`src/design/bpa_pkg.sv`:
```
// ----------------------------------------------------------------------------
// bpa_pkg
// Shared constants and codes for the bitmap page allocator.
// ----------------------------------------------------------------------------
package bpa_pkg;
	localparam int NUM_PAGES  = 4096;
	localparam int WORD_BITS  = 32;
	localparam int MAP_WORDS  = NUM_PAGES / WORD_BITS;
	localparam int WADDR_W    = $clog2(MAP_WORDS);
	localparam int BIT_W      = $clog2(WORD_BITS);
	localparam int CHUNK      = 8;
	localparam int CHUNK_W    = $clog2(CHUNK);
	localparam int PAGE_W     = 12;
	localparam int CNT_W      = 13;

	localparam logic [CNT_W-1:0] MAX_PAGES = CNT_W'(NUM_PAGES);

	localparam logic [1:0] FUNC_ALLOC   = 2'd0;
	localparam logic [1:0] FUNC_FREE    = 2'd1;
	localparam logic [1:0] FUNC_RESERVE = 2'd2;

	localparam logic [1:0] ST_OK       = 2'd0;
	localparam logic [1:0] ST_BAD_CNT  = 2'd1;
	localparam logic [1:0] ST_NO_SPACE = 2'd2;

	typedef struct packed {
		logic             found;
		logic             at_lim;
		logic [CNT_W-1:0] run;
		logic [CNT_W-1:0] run_end;
	} scan_res_t;
endpackage

```
`src/design/bpa_mask_gen.sv`:
```
// ----------------------------------------------------------------------------
// bpa_mask_gen
// Bit mask of the pages of one map word that fall inside [rng_start, rng_end).
// ----------------------------------------------------------------------------
module bpa_mask_gen import bpa_pkg::*; (
	input  logic [WADDR_W-1:0]   word_idx,
	input  logic [CNT_W-1:0]     rng_start,
	input  logic [CNT_W-1:0]     rng_end,
	output logic [WORD_BITS-1:0] mask
);
	always_comb begin
		logic [CNT_W-1:0] p;
		for (int b = 0; b < WORD_BITS; b++) begin
			p = {1'b0, word_idx, BIT_W'(b)};
			mask[b] = (p >= rng_start) && (p < rng_end);
		end
	end
endmodule

```
`config.mk`:
```
export PLATFORM = sky130hd
export DESIGN_NAME = bpa_mask_gen
export DESIGN_NICKNAME = d
export VERILOG_FILES = /design/src/design/bpa_pkg.sv /design/src/design/bpa_mask_gen.sv
export SDC_FILE = /design/constraint.sdc
export NUM_CORES = 1
export LEC_CHECK = 0
export BUFFER_PORTS_ARGS = -buffer_cell sky130_fd_sc_hd__buf_2
export CELL_PAD_IN_SITES_DETAIL_PLACEMENT = 1
export CELL_PAD_IN_SITES_GLOBAL_PLACEMENT = 2
export CORE_MARGIN = 2
export CORE_UTILIZATION = 22
export DETAILED_ROUTE_END_ITERATION = 6
export GPL_ROUTABILITY_DRIVEN = 1
export PLACE_DENSITY = 0.85
export SETUP_SLACK_MARGIN = 0.2
export SLEW_MARGIN = 40
export SYNTH_ARGS = -nofsm -noshare
export SYNTH_HDL_FRONTEND = slang
export SYNTH_SLANG_ARGS = --single-unit
```
`constraint.sdc`:
```
create_clock -name vclk -period 1.9
set_input_delay 0.38 -clock vclk [all_inputs]
set_output_delay 0.38 -clock vclk [all_outputs]
set_load 0.005 [all_outputs]
```
==> impl_metrics.tcl <==
set metrics [dict create \
    post-route-util 0.539 \
    yosys.area.top_type "ha_1" \
    crit_path_end_kind "output pin" \
    worst-path-max-fanout 8 \
    status "finished with violations" \
    dp.cells 389 \
    startpoint_type "input pin" \
    hold_depth 4 \
    antenna_cells 0 \
    violations "setup timing" \
    p_per_area_nw_per_um2 271 \
    switching_share 0.507 \
    synthTopCellsByCount "nand2_1 (25), inv_1 (19), o21ai_0 (19)" \
    synth.distinct_cells 41 \
    holdWs_ns 1.16 \
    antenna_found_initial 0 \
    wl_um 9040 \
    report.final.slew_viol_count 0 \
    switchingPower_mw 0.446 \
    peakVddDrop_mv 0.111 \
    hold_end "mask[13]" \
    syn_inst 221 \
    yosys.area.top_type_share 0.144 \
    place_worst_setup_slack_ns -0.566 \
    clkPwrFrac 0 \
    yosysMostFrequentCell "nand2_1" \
    crit_type "in2out" \
    dr.pass1.iters 4 \
    start_util 0.231 \
    drt_iter0_drc 134 \
    rsz0062_at_grt "yes" \
    track_usage 0.219 \
    yosysWarnings 0 \
    crit_arrival_ns 2.11 \
    grt_pass1_vias 2292 \
    worstMarginPinSlew_ns 0.451 \
    n_clock_buffer 0 \
    coreArea_sq_um 6030 \
    setup_tns_ns -15.58 \
    die_area_sq_um 6980 \
    fillers 716 \
    portBuffers 65 \
    hold_path_class "in2out" \
    drc 0 \
    dpl.hpwl_um 5850 \
    die_w_um 83.5 \
    seq_power_share 0 \
    layout.nets 381 \
    drv_cap 0 \
    grt_max_degree 17 \
    gp_congestion 0.817 \
    stdcell_count 405 \
    seq_cell_count 0 \
    setup_viol 32 \
    fp.dieH_um 83.5 \
    drt-vias-per-instance 5.63 \
    layout-drive-gt1-share 0.755 \
    globalRouteOverflowTotal 0 \
    syn_to_final_growth_pct 134 \
    fp-row-count 28 \
    synth_fp_nets 270 \
    routedWlPerCell_um 22.3 \
    worst_slack_ns -0.587 \
    finalHoldViolCount 0 \
    p_leak_nw 1.32 \
    p_comb_frac 1.000 \
    grt_pass1_wl_um 12600 \
    p_int_mw 0.434 \
    syn-mean-instance-area_sq_um 6.30 \
    via_count 2281 \
    period_minus_slack_ns 2.49 \
    io_pins 65 \
    synthTopCellsByArea "ha_1 (14%), a221oi_1 (10%), o21ai_0 (6.8%)" \
    cp-startpoint "word_idx[0]" \
    min_period_over_period 1.31 \
    relSlewSlack 0.698 \
    cp.required_ns 1.52 \
    hp-start "rng_end[3]" \
    regArea_sq_um 0 \
    yosysSeqAreaShare 0 \
    syn-cell-area_sq_um 1390 \
    fmax_mhz 402 \
    drt.antenna.violating_nets 0 \
]
-- area by class of cell --
class / count / area [sq um] / area share
multi-input cells: 183 / 1960 / 0.602
repair buffers: 128 / 1070 / 0.330
inverters: 19 / 126 / 0.0389
well taps: 75 / 93.8 / 0.0289
-- logic make-up (layout without fill, tap and decap cells) --
logic type | after synthesis | in the layout | synth area share
and+or+nand+nor | 87 | 87 | 0.348
buffers and inverters | 38 | 147 | 0.127
adders and majority gates | 16 | 16 | 0.144
AOI/OAI and AO/OA | 80 | 80 | 0.381
-- power by group through the flow --
stage	Combinational, mW	Clock (mW)	Sequential (mW)
6_report	0.880	0	0
5_1_grt	0.930	0	0
4_1_cts	0.807	0	0
3_3_place_gp	0.658	0	0
3_5_place_dp	0.684	0	0
2_1_floorplan	0.405	0	0
-- metal layers --
layer	GRT usage	up-vias	routed length [um]
met3	0.0129	22	316
met4	0.0191	0	263
met5	0	-	0
met1	0.296	1136	3860
met2	0.399	75	4600
li1	-	1048	-
-- worst max path at each step --
stage / to / slack (ns) / depth (start not counted)
after global placement: mask[31] / -0.52 / 9
after global routing: mask[5] / -0.62 / 10
after floorplan: mask[31] / -0.11 / 7
final: mask[5] / -0.59 / 10
after CTS: mask[31] / -0.46 / 8
after detailed placement: mask[22] / -0.57 / 9
-- cells in the final DEF (no fill, tap or decap), types with 4 or more instances in the layout --
master | Yosys | layout
a21oi_1 | 17 | 9
nand2_2 | 0 | 8
buf_4 | 0 | 48
nor3_2 | 2 | 6
buf_2 | 3 | 51
buf_8 | 0 | 5
nor3_4 | 0 | 8
o21ai_0 | 19 | 7
nor2_1 | 12 | 10
nand3_1 | 8 | 6
buf_6 | 4 | 14
o21ai_2 | 0 | 9
ha_4 | 0 | 14
buf_12 | 0 | 7
a21oi_4 | 0 | 4
inv_2 | 0 | 6
a221oi_2 | 0 | 16
inv_1 | 19 | 5
and2_1 | 5 | 4
a211oi_2 | 0 | 7
nand2_1 | 25 | 15
a21oi_2 | 1 | 5
-- critical path, stage by stage --
cell	delay (ns)
buf_12	0.09
inv_12	0.03
ha_4	0.25
nand4_1	0.25
nor3_4	0.23
buf_6	0.13
buf_12	0.13
nand2_2	0.07
a221oi_2	0.33
buf_2	0.20
-- per-stage QoR --
step / cell area, sq um / power (mW)
2_1_floorplan: 2000 / 0.405
3_3_place_gp: 2670 / 0.658
3_5_place_dp: 2670 / 0.684
4_1_cts: 3040 / 0.807
5_1_grt: 3250 / 0.930
6_report: 3250 / 0.880
-- repair_timing --
action,in CTS,in global routing
setup buffers,5,7
hold buffers,0,0
endpoints found under the setup margin,32,32
gates cloned,3,1
pin swaps,17,15
resized for setup,71,28
(Power assumes the default switching activity.)
